===== src/rtl/ssbt_pkg.sv =====
package ssbt_pkg;

    localparam logic [31:0] STATE_UNKNOWN = 32'hFFFF_FFFF;
    localparam int          SUB_LIMIT     = 16;
    localparam logic [4:0]  COUNT_RESET   = 5'd16;

    localparam logic KIND_IMMEDIATE = 1'b0;
    localparam logic KIND_PENDING   = 1'b1;

    typedef enum logic [2:0] {
        ST_IDLE,
        ST_CHECK,
        ST_WALK,
        ST_FLUSH
    } t_state;

    // controller -> datapath
    typedef struct packed {
        logic load;        // latch request, set scan index and end
        logic restart;     // scan index back to zero
        logic inc;         // next entry
        logic hold_entry;  // push out held record, hold record for current entry
        logic hold_all;    // hold one all-subresources record, write every entry in use
        logic flush;       // push out held record as the final one
    } t_cmd;

    // datapath -> controller
    typedef struct packed {
        logic req_all;
        logic count_zero;
        logic index_in_range;
        logic cur_eq_want;
        logic cur_breaks_uniform;
        logic first_eq_want;
        logic at_end;
    } t_status;

endpackage


===== src/rtl/ssbt_ctrl.sv =====
module ssbt_ctrl (
    input  logic              i_clk,
    input  logic              i_rst_n,
    input  logic              start,
    output logic              busy,
    input  ssbt_pkg::t_status i_status,
    output ssbt_pkg::t_cmd    o_cmd
);
    import ssbt_pkg::*;

    t_state r_state;
    t_state n_state;

    always_ff @(posedge i_clk) begin
        if (!i_rst_n) begin
            r_state <= ST_IDLE;
        end else begin
            r_state <= n_state;
        end
    end

    always_comb begin
        n_state = r_state;
        unique case (r_state)
            ST_IDLE: begin
                if (start) begin
                    if (i_status.req_all) begin
                        n_state = i_status.count_zero ? ST_IDLE : ST_CHECK;
                    end else begin
                        n_state = i_status.index_in_range ? ST_WALK : ST_IDLE;
                    end
                end
            end
            ST_CHECK: begin
                if (i_status.cur_breaks_uniform) begin
                    n_state = ST_WALK;
                end else if (i_status.at_end) begin
                    n_state = i_status.first_eq_want ? ST_IDLE : ST_FLUSH;
                end
            end
            ST_WALK: begin
                if (i_status.at_end) begin
                    n_state = ST_FLUSH;
                end
            end
            ST_FLUSH: n_state = ST_IDLE;
            default:  n_state = ST_IDLE;
        endcase
    end

    always_comb begin
        o_cmd = '0;
        unique case (r_state)
            ST_IDLE: begin
                o_cmd.load = start;
            end
            ST_CHECK: begin
                if (i_status.cur_breaks_uniform) begin
                    o_cmd.restart = 1'b1;
                end else if (i_status.at_end) begin
                    o_cmd.hold_all = !i_status.first_eq_want;
                end else begin
                    o_cmd.inc = 1'b1;
                end
            end
            ST_WALK: begin
                o_cmd.hold_entry = !i_status.cur_eq_want;
                o_cmd.inc        = !i_status.at_end;
            end
            ST_FLUSH: begin
                o_cmd.flush = 1'b1;
            end
            default: o_cmd = '0;
        endcase
    end

    assign busy = (r_state != ST_IDLE);

endmodule


===== src/rtl/ssbt_datapath.sv =====
module ssbt_datapath #(
    parameter int MAX_SUBRESOURCES = 16
) (
    input  logic              i_clk,
    input  logic              i_rst_n,
    input  logic              i_cfg_valid,
    input  logic [4:0]        i_cfg_data,
    input  logic [31:0]       i_desired_state,
    input  logic              i_all_subresources,
    input  logic [3:0]        i_subresource_index,
    input  ssbt_pkg::t_cmd    i_cmd,
    output ssbt_pkg::t_status o_status,
    output logic              o_strobe,
    output logic              o_record_kind,
    output logic              o_covers_all,
    output logic [3:0]        o_barrier_subresource,
    output logic [31:0]       o_state_before,
    output logic [31:0]       o_state_after,
    output logic              o_last_record
);
    import ssbt_pkg::*;

    // entries past the index field's reach are never addressed
    localparam int DEPTH = (MAX_SUBRESOURCES < SUB_LIMIT) ? MAX_SUBRESOURCES : SUB_LIMIT;
    localparam int IW    = (DEPTH > 1) ? $clog2(DEPTH) : 1;

    logic [31:0] r_tab [DEPTH];
    logic [4:0]  r_count;
    logic [31:0] r_want;
    logic [3:0]  r_idx;
    logic [3:0]  r_end;

    // held record, waiting to learn whether it is the last one
    logic        r_held_v;
    logic        r_held_kind;
    logic        r_held_all;
    logic [3:0]  r_held_sub;
    logic [31:0] r_held_before;

    logic        r_strobe;
    logic        r_kind;
    logic        r_all;
    logic [3:0]  r_sub;
    logic [31:0] r_before;
    logic [31:0] r_after;
    logic        r_last;

    logic [4:0]  act_cnt;
    logic [4:0]  act_cnt_m1;
    logic [31:0] cur;
    logic [31:0] first;
    logic        emit;

    assign act_cnt    = (r_count > 5'(DEPTH)) ? 5'(DEPTH) : r_count;
    assign act_cnt_m1 = act_cnt - 5'd1;
    assign cur        = r_tab[r_idx[IW-1:0]];
    assign first      = r_tab[0];

    assign o_status.req_all            = i_all_subresources;
    assign o_status.count_zero         = (act_cnt == 5'd0);
    assign o_status.index_in_range     = ({1'b0, i_subresource_index} < act_cnt);
    assign o_status.cur_eq_want        = (cur == r_want);
    assign o_status.cur_breaks_uniform = (cur == STATE_UNKNOWN) || (cur != first);
    assign o_status.first_eq_want      = (first == r_want);
    assign o_status.at_end             = (r_idx == r_end);

    always_ff @(posedge i_clk) begin
        if (!i_rst_n) begin
            r_count <= COUNT_RESET;
        end else if (i_cfg_valid) begin
            r_count <= i_cfg_data;
        end
    end

    always_ff @(posedge i_clk) begin
        if (!i_rst_n) begin
            for (int i = 0; i < DEPTH; i++) begin
                r_tab[i] <= STATE_UNKNOWN;
            end
        end else begin
            for (int i = 0; i < DEPTH; i++) begin
                if (i_cmd.hold_all && (5'(i) < act_cnt)) begin
                    r_tab[i] <= r_want;
                end else if (i_cmd.hold_entry && (r_idx[IW-1:0] == IW'(i))) begin
                    r_tab[i] <= r_want;
                end
            end
        end
    end

    always_ff @(posedge i_clk) begin
        if (i_cmd.load) begin
            r_want <= i_desired_state;
            r_idx  <= i_all_subresources ? 4'd0 : i_subresource_index;
            r_end  <= i_all_subresources ? act_cnt_m1[3:0] : i_subresource_index;
        end else if (i_cmd.restart) begin
            r_idx <= 4'd0;
        end else if (i_cmd.inc) begin
            r_idx <= r_idx + 4'd1;
        end
    end

    always_ff @(posedge i_clk) begin
        if (!i_rst_n) begin
            r_held_v <= 1'b0;
        end else if (i_cmd.load || i_cmd.flush) begin
            r_held_v <= 1'b0;
        end else if (i_cmd.hold_entry || i_cmd.hold_all) begin
            r_held_v <= 1'b1;
        end
    end

    always_ff @(posedge i_clk) begin
        if (i_cmd.hold_all) begin
            r_held_kind   <= KIND_IMMEDIATE;
            r_held_all    <= 1'b1;
            r_held_sub    <= 4'd0;
            r_held_before <= first;
        end else if (i_cmd.hold_entry) begin
            r_held_kind   <= (cur == STATE_UNKNOWN) ? KIND_PENDING : KIND_IMMEDIATE;
            r_held_all    <= 1'b0;
            r_held_sub    <= r_idx;
            r_held_before <= cur;
        end
    end

    assign emit = r_held_v && (i_cmd.hold_entry || i_cmd.flush);

    always_ff @(posedge i_clk) begin
        if (!i_rst_n) begin
            r_strobe <= 1'b0;
        end else begin
            r_strobe <= emit;
        end
    end

    always_ff @(posedge i_clk) begin
        if (emit) begin
            r_kind   <= r_held_kind;
            r_all    <= r_held_all;
            r_sub    <= r_held_sub;
            r_before <= r_held_before;
            r_after  <= r_want;
            r_last   <= i_cmd.flush;
        end
    end

    assign o_strobe              = r_strobe;
    assign o_record_kind         = r_kind;
    assign o_covers_all          = r_all;
    assign o_barrier_subresource = r_sub;
    assign o_state_before        = r_before;
    assign o_state_after         = r_after;
    assign o_last_record         = r_last;

endmodule


===== src/rtl/subresource_state_barrier_tracker_core.sv =====
// Single request: WALK, then FLUSH; any record strobes in the cycle after FLUSH. An
// all-subresources request over the entries in use scans them for uniformity (CHECK),
// walks them (WALK) if any is unknown or differs, and ends in FLUSH unless all match.
// One record per changed entry (one for all if uniform), held so the last is flagged.
// Synchronous active-low reset marks every entry unknown and sets the count to 16.
// Results are strobed for one cycle; the receiver cannot stall.
module subresource_state_barrier_tracker_core #(
    parameter int MAX_SUBRESOURCES = 16
) (
    input  logic        i_clk,
    input  logic        i_rst_n,
    input  logic        start,
    output logic        busy,
    input  logic [31:0] i_desired_state,
    input  logic        i_all_subresources,
    input  logic [3:0]  i_subresource_index,
    input  logic        i_cfg_valid,
    output logic        o_cfg_ready,
    input  logic [4:0]  i_cfg_data,
    output logic        o_strobe,
    output logic        o_record_kind,
    output logic        o_covers_all,
    output logic [3:0]  o_barrier_subresource,
    output logic [31:0] o_state_before,
    output logic [31:0] o_state_after,
    output logic        o_last_record
);
    import ssbt_pkg::*;

    t_cmd    cmd;
    t_status status;

    assign o_cfg_ready = 1'b1;

    ssbt_ctrl u_ctrl (
        .i_clk    (i_clk),
        .i_rst_n  (i_rst_n),
        .start    (start),
        .busy     (busy),
        .i_status (status),
        .o_cmd    (cmd)
    );

    ssbt_datapath #(
        .MAX_SUBRESOURCES (MAX_SUBRESOURCES)
    ) u_datapath (
        .i_clk                 (i_clk),
        .i_rst_n               (i_rst_n),
        .i_cfg_valid           (i_cfg_valid && o_cfg_ready),
        .i_cfg_data            (i_cfg_data),
        .i_desired_state       (i_desired_state),
        .i_all_subresources    (i_all_subresources),
        .i_subresource_index   (i_subresource_index),
        .i_cmd                 (cmd),
        .o_status              (status),
        .o_strobe              (o_strobe),
        .o_record_kind         (o_record_kind),
        .o_covers_all          (o_covers_all),
        .o_barrier_subresource (o_barrier_subresource),
        .o_state_before        (o_state_before),
        .o_state_after         (o_state_after),
        .o_last_record         (o_last_record)
    );

    // after the final record the next request cannot produce one straight away
    a_last_gap: assert property (@(posedge i_clk) disable iff (!i_rst_n)
        o_strobe && o_last_record |=> !o_strobe)
        else $error("record strobed right after a final record");

    a_all_single: assert property (@(posedge i_clk) disable iff (!i_rst_n)
        o_strobe && o_covers_all |-> o_last_record && (o_barrier_subresource == 4'd0))
        else $error("all-subresources barrier not alone or has an index");

    a_pending_before: assert property (@(posedge i_clk) disable iff (!i_rst_n)
        o_strobe && (o_record_kind == KIND_PENDING) |-> (o_state_before == STATE_UNKNOWN))
        else $error("pending record with a known before-state");

    a_no_emit_idle: assert property (@(posedge i_clk) disable iff (!i_rst_n)
        !busy && !$past(busy) |-> !o_strobe)
        else $error("record strobed while idle");

endmodule


===== config.mk =====
export PLATFORM = sky130hd
export DESIGN_NAME = subresource_state_barrier_tracker_core
export DESIGN_NICKNAME = d
export VERILOG_FILES = /design/src/rtl/ssbt_pkg.sv /design/src/rtl/ssbt_ctrl.sv /design/src/rtl/ssbt_datapath.sv /design/src/rtl/subresource_state_barrier_tracker_core.sv
export SDC_FILE = /design/constraint.sdc
export NUM_CORES = 1
export LEC_CHECK = 0
export BUFFER_PORTS_ARGS = -buffer_cell sky130_fd_sc_hd__clkbuf_2
export CELL_PAD_IN_SITES_DETAIL_PLACEMENT = 0
export CELL_PAD_IN_SITES_GLOBAL_PLACEMENT = 2
export CORE_MARGIN = 3
export CORE_UTILIZATION = 40
export DETAILED_ROUTE_END_ITERATION = 6
export GPL_ROUTABILITY_DRIVEN = 0
export PLACE_DENSITY = 0.83
export SETUP_SLACK_MARGIN = 0.3
export SYNTH_ARGS = -nofsm -noshare
export SYNTH_HDL_FRONTEND = slang
export SYNTH_HIERARCHICAL = 1
export SYNTH_SLANG_ARGS = --single-unit

===== constraint.sdc =====
create_clock -name i_clk -period 9.6 [get_ports i_clk]
set_input_delay 1.44 -clock i_clk [delete_from_list [all_inputs] [get_ports i_clk]]
set_output_delay 1.44 -clock i_clk [all_outputs]
set_load 0.05 [all_outputs]

==> flow_summary.toml, run 1 <==
[finish]
layout-area-overhead-vs-synth_pct = 12.7
number_of_filler_instances_in_the_final_layout = 6213
multi_input_comb_area_sq_mm = 0.00832
diodes = 0
post_route_cells_drive_above_1_share = 0.198
final_core_util = 0.457
fin_nets = 2091
seq_area_sq_mm = 0.0201
stdcell_count = 3035

[global_routing]
global_route.usage.met1 = 0.296
global_route.overflow_total = 0
grt_max_degree = 91
global_route.usage.total = 0.213
grt_first_pass_wirelength_microns = 120000
globalRouteMet3Util = 0.0398
gr-max-usage-layer = "met2"
grt_pass1_vias = 17200
antenna_found_initial = 0
grt_util_met2 = 0.336

[sta]
finClkSkew_ns = 0.0385
final-hold-violation-count = 0
finalSetupTns_ns = 0
maxSlewViolCount = 0
timing_worst_slew_pin_value_ns = 1.36
fin_crit_sh = 0.739
timing.hold.ws_ns = 0.415
slew_headroom = 0.0861
rsz0062_at_grt = "no"
fmax_mhz = 141
post-route-min-period_ns = 7.09
setup_viol = 0

[setup_path]
regToRegSetupSlack_ns = 2.51
worst_ep_arrival_time_ns = 7.34
worst_r2r_path_depth = 17
setup.worst_path.end_class = "register"
critPathRequiredTime_ns = 9.85
critical_path.max_fanout = 90
critical_path.reg2reg.endpoint = "u_datapath/r_tab[7][18]"
cp-start-kind = "register"
critPathKind = "register to register"

[logic_synthesis]
most_used_dff_post_synth = "edfxtp_1"
synth_nets = 1983
synth-adder-area-share = 0.00600
avgSynthCellArea_sq_um = 15.2
yosys-mux-area-fraction = 0.119
synth_edf_count = 655
cell_variety_after_synth = 64
syn_area_sq_mm = 0.0292
synthXorXnorAreaFrac = 0.0369
synth_simple_gate_area_frac = 0.0859
yosys_register_bits = 674
largest_family_of_logic_cells_by_synthesized_area = "multiplexers"
postSynthCellCount = 1923
synth-async-reset-ratio = 0
yosysSeqAreaShare = 0.686
yosys_warnings = 6
synth_compound_area_frac = 0.0333

[placement]
placedCellCount = 2911
dp_hpwl_microns = 52700
number_of_buffers_added_on_ports = 118

[clock_tree]
post_cts_resize_count = 0
clk_latency_worst_skew_pair_ns = 0.62
htree_num_levels = 3
clkSinkCount = 674
clkTransAtPathRegs_ns = 0.06
total_clock_buffers_created_by_cts = 68
post_cts_buffers = 0
tritoncts = "yes"
clockBufferDepth = 3
root_cell_of_the_clock_tree = "clkbuf_16"
cts-hold-fix-buffers = 0

[detailed_routing]
detail_route.wl_per_cell_microns = 26.9
remaining_drc_errors = 0
first_pass_iters = 7
detail_route.wirelength_microns = 81700
drtAntennaViolNets = 0
drtIter0Drc = 2098
dr_total_vias = 17200
routed_via_density = 5.66

[worst_hold_path]
hold_path_depth = 0
hold_class = "register to register"
holdCritStartpoint = "u_datapath/r_held_before[4]"
whs_endpoint = "u_datapath/o_state_before[4]"

[flow_run]
drv_cap = 0

[power_and_ir_drop]
power.ir.vdd_worst_mv = 0.143
power_leakage_nw = 9.53
powerDensity_mw_per_mm2 = 262

[die]
num_rows = 98
core_sq_mm = 0.0720
dieWidth_microns = 276
die_area_sq_mm = 0.0763
num_io_pins = 120
chipHeight_microns = 276
initial_utilization = 0.406

[run_status]
outcome = "finished clean"
[layout make-up]
| class | count | share of cell area |
|---|---|---|
| multi-input combinational | 1055 | 0.253 |
| inverter | 57 | 0.00650 |
| tap | 950 | 0.0361 |
| clock inverter | 40 | 0.00909 |
| clock buffer | 84 | 0.0548 |
| timing repair buffer | 175 | 0.0313 |
| sequential | 674 | 0.609 |
[metrics by stage]
stage          setup WS (ns)  cell area (sq um)  power (W)
2_1_floorplan           3.67              29200    0.00535
3_3_place_gp            2.59              30800    0.00610
3_5_place_dp            2.57              30800    0.00612
4_1_cts                 2.51              32900    0.00865
5_1_grt                 2.14              32900    0.00895
6_report                2.51              32900    0.00861
[routing by layer]
metal	routed length (microns)	share of wire	vias up
li1	-	-	7344
met1	33600	0.41	8828
met2	38300	0.47	842
met3	7000	0.086	152
met4	2710	0.033	0
met5	0	0	-
[synth_stat cells (5+ instances only)]
| library cell | n | area [sq um] |
|---|---|---|
| nor2_1 | 22 | 82.6 |
| mux2_2 | 18 | 203 |
| inv_1 | 55 | 206 |
| xnor2_1 | 48 | 420 |
| buf_6 | 9 | 101 |
| a21o_1 | 9 | 67.6 |
| edfxtp_1 | 655 | 19700 |
| buf_2 | 12 | 60.1 |
| clkbuf_8 | 7 | 96.3 |
| a22o_1 | 10 | 87.6 |
| nand2_1 | 421 | 1580 |
| ha_1 | 14 | 175 |
| dfxtp_1 | 19 | 380 |
| mux2i_1 | 56 | 561 |
| o21ai_0 | 42 | 210 |
| mux4_1 | 15 | 394 |
| and2_1 | 8 | 50.1 |
| nor4_1 | 18 | 113 |
| nor2b_1 | 50 | 313 |
| nand4_1 | 15 | 93.8 |
| a21oi_1 | 16 | 80.1 |
| nand2b_1 | 5 | 31.3 |
| nand3_1 | 10 | 50.1 |
| o22ai_1 | 12 | 75.1 |
| clkbuf_1 | 91 | 342 |
| nor3_1 | 8 | 40.0 |
| buf_4 | 12 | 90.1 |
| o211ai_1 | 5 | 37.5 |
| o21ai_1 | 5 | 25.0 |
| xor2_1 | 75 | 657 |
| a22oi_1 | 25 | 188 |
| mux4_2 | 103 | 2320 |
[cells by family (layout without fill, tap and decap cells)]
family / after synthesis / after routing
DFF: 674 / 674
and+or+nand+nor: 577 / 577
buffers and inverters: 194 / 356
muxes: 192 / 192
AOI/OAI and AO/OA: 148 / 148
xor gates and xnor gates: 123 / 123
adders and majority gates: 14 / 14
other: 1 / 1
[worst max path at each step]
stage | depth (start not counted) | start | endpoint
2_1_floorplan | 18 | register | u_datapath/r_tab[10][0]
3_3_place_gp | 17 | register | u_datapath/r_tab[7][13]
3_5_place_dp | 17 | register | u_datapath/r_tab[7][21]
4_1_cts | 17 | register | u_datapath/r_tab[7][15]
5_1_grt | 17 | register | u_datapath/r_tab[7][15]
6_report | 17 | register | u_datapath/r_tab[7][18]
[layout by cell type, fill, tap and decap left out, types with 5 or more instances in the layout]
cell       instances
mux4_1            15
nor3_1             8
clkinv_2           9
buf_4             56
ha_1              14
mux4_2           103
o22ai_1           12
o211ai_1           5
xnor2_1           48
nor4_1            18
nand2b_1           5
xor2_1            75
nor2b_1           50
mux2i_1           56
clkinv_1          18
clkbuf_2         118
o21ai_4            5
o21ai_0           42
inv_1             55
nor2_1            22
a21oi_1           16
a22o_1            10
nand3_1            7
clkbuf_16         70
and2_1             6
a22oi_1           25
dfxtp_1           15
edfxtp_1         655
clkbuf_1          14
nand4_1           15
a21o_1             9
mux2_2            18
nand2_1          419
[critical path, cell delays in order (launching register included)]
cell,delay (ns)
dfxtp_4,0.80
buf_12,0.46
mux4_2,0.58
mux2i_1,0.39
xor2_1,0.18
nand4_1,0.17
a2111oi_0,0.72
buf_4,0.21
o31a_2,0.14
nand4_1,0.26
nor3b_1,0.36
and2_2,0.20
buf_4,0.49
a22o_1,0.22
buf_4,0.41
inv_1,0.08
nand2_1,0.47
buf_4,0.44
[flip-flops by register name (all words and copies together), names as in the netlist, 2 cells and up, named ones only]
register / flops
u_datapath/o_state_after: 32
u_datapath/o_state_before: 32
u_datapath/o_barrier_subresource: 4
u_datapath/r_held_sub: 4
u_datapath/r_held_before: 32
u_datapath/r_count: 5
u_datapath/r_want: 32
u_datapath/r_idx: 4
u_datapath/r_end: 4
u_datapath/r_tab: 512
u_ctrl/r_state: 2
[where the power goes]
part	leakage [nW]	switching [W]	internal, W	total, W
registers	5.33	0.000300	0.00357	0.00387
clock network	1.02	0.00110	0.00142	0.00253
logic	3.18	0.00141	0.000798	0.00221
total	9.53	0.00282	0.00579	0.00861
Note: power is estimated with default switching activity, not from simulation.
==> inputs of run 2 (changes only) <==
--- a/config.mk
+++ b/config.mk
@@ -12,7 +12,7 @@
 export CORE_UTILIZATION = 40
 export DETAILED_ROUTE_END_ITERATION = 6
 export GPL_ROUTABILITY_DRIVEN = 0
-export PLACE_DENSITY = 0.83
+export PLACE_DENSITY = 0.86
 export SETUP_SLACK_MARGIN = 0.3
 export SYNTH_ARGS = -nofsm -noshare
 export SYNTH_HDL_FRONTEND = slang
==> constraint.sdc (replaced) <==
create_clock -name i_clk -period 6.26 [get_ports i_clk]
set_input_delay 0.939 -clock i_clk [delete_from_list [all_inputs] [get_ports i_clk]]
set_output_delay 0.939 -clock i_clk [all_outputs]
set_load 0.05 [all_outputs]
==> flow_summary.toml, run 2 (synthesized netlist as in run 1, its figures left out) <==
[global_routing]
grt_pass1_vias = 17300
grt_max_degree = 73
grt_util_met2 = 0.341
grt_first_pass_wirelength_microns = 118000
global_route.overflow_total = 0
global_route.usage.total = 0.209
globalRouteMet3Util = 0.0334
antenna_found_initial = 0
global_route.usage.met1 = 0.283
gr-max-usage-layer = "met2"

[setup_path]
cp-start-kind = "register"
critical_path.max_fanout = 58
cpLargestDelayFamily = "compound AO/OA/AOI/OAI gates"
cell_chain_of_the_critical_path = "mux2i_1 > a22oi_1 > o21ai_0 > o21ai_0 > nand4_1 > or4_1 > o31a_2 > nand4_1 > nor3b_1 > and2_2 > buf_4 > a21boi_0 > o211ai_1 > buf_12"
critPathRequiredTime_ns = 6.55
critPathBufInv = 2
worst_ep_arrival_time_ns = 5.90
timing.critical_path.slowest_stage_cell = "dfxtp_4"
max_stage_delay_ns = 0.92
critPathKind = "register to register"
setup.worst_path.end_class = "register"

[sta]
timing_worst_slew_pin_value_ns = 1.05
finClkSkew_ns = 0.0326
final-hold-violation-count = 0
finalSetupTns_ns = 0
slew_headroom = 0.297
timing.hold.ws_ns = 0.418
post-route-min-period_ns = 5.61
rsz0062_at_grt = "no"
setup_viol = 0
fin_crit_sh = 0.896
fmax_mhz = 178
maxSlewViolCount = 0
final_critical_path_setup_slack_ns = 0.652

[detailed_routing]
detail_route.wl_per_cell_microns = 26.3
routed_via_density = 5.61
drtIter0Drc = 1844
detail_route.wirelength_microns = 80400
first_pass_iters = 5
dr_total_vias = 17100
drtAntennaViolNets = 0
remaining_drc_errors = 0

[clock_tree]
root_cell_of_the_clock_tree = "clkbuf_16"
htree_num_levels = 3
post_cts_resize_count = 0
tritoncts = "yes"
cts-hold-fix-buffers = 0
post_cts_buffers = 0
clockBufferDepth = 3
clk_latency_worst_skew_pair_ns = 0.61
clkTransAtPathRegs_ns = 0.06
clkSinkCount = 674
total_clock_buffers_created_by_cts = 68

[die]
num_io_pins = 120
chipHeight_microns = 276
core_sq_mm = 0.0720
num_rows = 98
dieWidth_microns = 276
die_area_sq_mm = 0.0763
initial_utilization = 0.406

[finish]
diodes = 0
fin_nets = 2109
largest_register_ffs = 512
layout_commonest_cell = "edfxtp_1"
layout-area-overhead-vs-synth_pct = 14.1
max_flop_register = "u_datapath/r_tab"
number_of_filler_instances_in_the_final_layout = 6185
stdcell_count = 3054
layout_common_cells = "655 x edfxtp_1, 419 x nand2_1, 118 x clkbuf_2"
post_route_cells_drive_above_1_share = 0.208

[worst_hold_path]
hold_class = "register to register"

[placement]
dp_slack_ns = 0.650
number_of_buffers_added_on_ports = 118
dp_hpwl_microns = 51300
placedCellCount = 2929

[power_and_ir_drop]
powerDensity_mw_per_mm2 = 411
power.ir.vdd_worst_mv = 0.310
finalPower_w = 0.0137
power_leakage_nw = 9.76

[flow_run]
drv_cap = 0

[run_status]
outcome = "finished clean"
## run 2: cell types whose count changed in the layout (fill, tap and decap cells not counted), moves of 3 or more
cell | before | now
buf_12 | 1 | 8
buf_4 | 56 | 67
bufinv_16 | 3 | 12
clkbuf_1 | 14 | 10
clkinv_2 | 9 | 6
## run 2: path summary, 6_finish.rpt
path                                        to                   startpoint  slack [ns]  cells after the start
setup / recovery      u_datapath/r_tab[13][17]                     register        0.65                     14
hold / removal    u_datapath/o_state_before[1]  u_datapath/r_held_before[1]        0.42                      0
setup reg to reg      u_datapath/r_tab[13][17]                     register        0.65                     14
hold reg to reg   u_datapath/o_state_before[1]  u_datapath/r_held_before[1]        0.42                      0
## run 2: report_power, final
group	internal (W)	leakage, nW	switching, W	total (W)
clock network	0.00256	1.13	0.00171	0.00426
logic	0.00134	3.29	0.00217	0.00351
registers	0.00547	5.33	0.000467	0.00594
## run 2: metal layers
metal / vias to the layer above / part of all wire
met3: 144 / 0.079
met2: 878 / 0.48
met4: 0 / 0.038
li1: 7378 / -
met5: - / 0
met1: 8745 / 0.40
## run 2: area by class of cell
class	instances	area, sq um	area share
clock buffers	80	1790	0.0536
inverters	57	214	0.00642
clock inverters	45	556	0.0167
repair buffers	193	1250	0.0376
flip-flops and latches	674	20100	0.602
multi-input cells	1055	8290	0.249
well taps	950	1190	0.0356
## run 2: per-stage QoR
stage,utilization,cell area [sq um]
detailed placement,0.431,31000
floorplan,-,29200
CTS,0.463,33300
finish,0.463,33400
global route,0.463,33400
global placement,0.431,31000
==> inputs of run 3 (changes only) <==
--- a/config.mk
+++ b/config.mk
@@ -5,14 +5,16 @@
 export SDC_FILE = /design/constraint.sdc
 export NUM_CORES = 1
 export LEC_CHECK = 0
+export ABC_AREA = 1
 export BUFFER_PORTS_ARGS = -buffer_cell sky130_fd_sc_hd__clkbuf_2
 export CELL_PAD_IN_SITES_DETAIL_PLACEMENT = 0
 export CELL_PAD_IN_SITES_GLOBAL_PLACEMENT = 2
+export CORE_ASPECT_RATIO = 1.2
 export CORE_MARGIN = 3
 export CORE_UTILIZATION = 40
 export DETAILED_ROUTE_END_ITERATION = 6
 export GPL_ROUTABILITY_DRIVEN = 0
-export PLACE_DENSITY = 0.86
+export PLACE_DENSITY = 0.91
 export SETUP_SLACK_MARGIN = 0.3
 export SYNTH_ARGS = -nofsm -noshare
 export SYNTH_HDL_FRONTEND = slang
==> constraint.sdc (replaced) <==
create_clock -name i_clk -period 6.7 [get_ports i_clk]
set_input_delay 1.005 -clock i_clk [delete_from_list [all_inputs] [get_ports i_clk]]
set_output_delay 1.005 -clock i_clk [all_outputs]
set_load 0.05 [all_outputs]
==> flow_summary.toml, run 3 <==
[run_status]
outcome = "finished clean"

[logic_synthesis]
syn_area_sq_mm = 0.0306
yosysTopAreaCellShare = 0.642
list_of_most_frequent_post_synthesis_cells = "1120 x nand2_1, 655 x edfxtp_1, 316 x nand3_1, 280 x inv_1, 247 x nor2_1"
yosys.cell_count.top_type = "nand2_1"
leading_cell_types_by_total_area_after_synthesis = "edfxtp_1 64%, nand2_1 14%, nand3_1 5.2%"
synth_edf_count = 655
yosys_warnings = 6
synth_nets = 3173
cell_variety_after_synth = 39
yosys_register_bits = 674
yosysSeqAreaShare = 0.654
most_used_dff_post_synth = "edfxtp_1"
library_cell_with_the_largest_summed_area_after_synthesis = "edfxtp_1"
avgSynthCellArea_sq_um = 9.84
synth-async-reset-ratio = 0
postSynthCellCount = 3113

[sta]
rsz0062_at_grt = "no"
finClkSkew_ns = 0.0277
final_critical_path_setup_slack_ns = 1.30
finalSetupTns_ns = 0
maxSlewViolCount = 0
slew_headroom = 0.249
timing_worst_slew_pin_value_ns = 1.12
final-hold-violation-count = 0
setup_viol = 0
fin_crit_sh = 0.806
post-route-min-period_ns = 5.40
fmax_mhz = 185

[detailed_routing]
detail_route.wl_per_cell_microns = 22.1
routed_via_density = 5.22
dr_total_vias = 22300
detail_route.wirelength_microns = 94600
drtIter0Drc = 2162
remaining_drc_errors = 0
first_pass_iters = 5
drtAntennaViolNets = 0

[finish]
final_cell_area_sq_mm = 0.0347
fin_nets = 3267
post_route_cells_drive_above_1_share = 0.0953
layout-area-overhead-vs-synth_pct = 13.2
diodes = 0
number_of_filler_instances_in_the_final_layout = 7157
largest_register_ffs = 512
layout_commonest_cell = "nand2_1"
layout_common_cells = "1115 x nand2_1, 655 x edfxtp_1, 316 x nand3_1"
max_flop_register = "u_datapath/r_tab"

[clock_tree]
clkTransAtPathRegs_ns = 0.06
tritoncts = "yes"
root_cell_of_the_clock_tree = "clkbuf_16"
htree_num_levels = 3
clk_latency_worst_skew_pair_ns = 0.62
clockBufferDepth = 3
clkSinkCount = 674
post_cts_resize_count = 0
cts-hold-fix-buffers = 0
post_cts_buffers = 0
total_clock_buffers_created_by_cts = 74

[die]
chipHeight_microns = 309
num_io_pins = 120
core_sq_mm = 0.0754
num_rows = 110
dieWidth_microns = 259
initial_utilization = 0.406
die_area_sq_mm = 0.0800

[setup_path]
critPathBufInv = 5
critical_path.max_fanout = 131
timing.critical_path.slowest_stage_cell = "dfxtp_4"
worst_ep_arrival_time_ns = 5.69
worst_path_most_repeated_cell = "nand2_1"
cp-start-kind = "register"
critPathRequiredTime_ns = 6.99
setup.worst_path.end_class = "register"
max_stage_delay_ns = 0.55
cpLargestDelayFamily = "simple AND/OR/NAND/NOR gates"
critPathKind = "register to register"

[power_and_ir_drop]
power_leakage_nw = 13.4
finalPower_w = 0.0146
power.ir.vdd_worst_mv = 0.344
powerDensity_mw_per_mm2 = 422

[placement]
number_of_buffers_added_on_ports = 118
dp_hpwl_microns = 61600
postPlaceCellArea_sq_mm = 0.0323
dp_slack_ns = 1.48

[global_routing]
grt_pass1_vias = 22000
global_route.overflow_total = 0
global_route.usage.total = 0.235
grt_max_degree = 132
antenna_found_initial = 0
grt_first_pass_wirelength_microns = 139000

[worst_hold_path]
hold_class = "register to register"

[flow_run]
drv_cap = 0
==> run 3: power by group <==
group / switching [W] / internal (W)
Combinational: 0.00380 / 0.00130
Sequential: 0.000322 / 0.00516
Clock: 0.00166 / 0.00239
Total: 0.00578 / 0.00885
==> run 3: cell type report <==
cell class	count	area, sq um	share of cell area
clock buffers	88	1910	0.0552
well taps	1008	1260	0.0364
flip-flops and latches	674	20100	0.578
multi-input cells	1970	8620	0.249
repair buffers	180	1180	0.0341
inverters	307	1160	0.0335
clock inverters	44	485	0.0140
==> run 3: path summary, 6_finish.rpt <==
| path | from | to | slack (ns) | cells past startpoint |
|---|---|---|---|---|
| worst min register to register | u_datapath/r_held_before[18] | u_datapath/o_state_before[18] | 0.42 | 0 |
| worst max-delay path | register | u_datapath/r_tab[12][27] | 1.30 | 25 |
| worst min-delay path | u_datapath/r_held_before[18] | u_datapath/o_state_before[18] | 0.42 | 0 |
| worst max register to register | register | u_datapath/r_tab[12][27] | 1.30 | 25 |
==> run 3: through the flow <==
| stage | std cells | hold WS, ns | utilization |
|---|---|---|---|
| 6_report | 4271 | 0.418 | 0.460 |
| 5_1_grt | 4271 | 0.424 | 0.460 |
| 4_1_cts | 4271 | 0.418 | 0.460 |
| 3_5_place_dp | 4139 | 0.405 | 0.428 |
| 3_3_place_gp | 4139 | 0.400 | 0.428 |
| 2_1_floorplan | 3113 | 0.400 | - |
==> run 3: kinds of logic after synthesis <==
family / after synthesis / synth area share
fa+ha+maj: 14 / 0.00572
simple gates: 1706 / 0.224
other cells: 1 / 0.000122
xor+xnor: 28 / 0.00801
compound gates: 221 / 0.0408
flops: 674 / 0.654
buf+inv: 469 / 0.0669
==> run 3: per-layer routing <==
layer / vias up / global-route usage / part of all wire
li1: 10500 / - / -
met1: 10800 / 0.297 / 0.39
met2: 847 / 0.404 / 0.50
met3: 198 / 0.0278 / 0.067
met4: 0 / 0.113 / 0.048
met5: - / 0 / 0
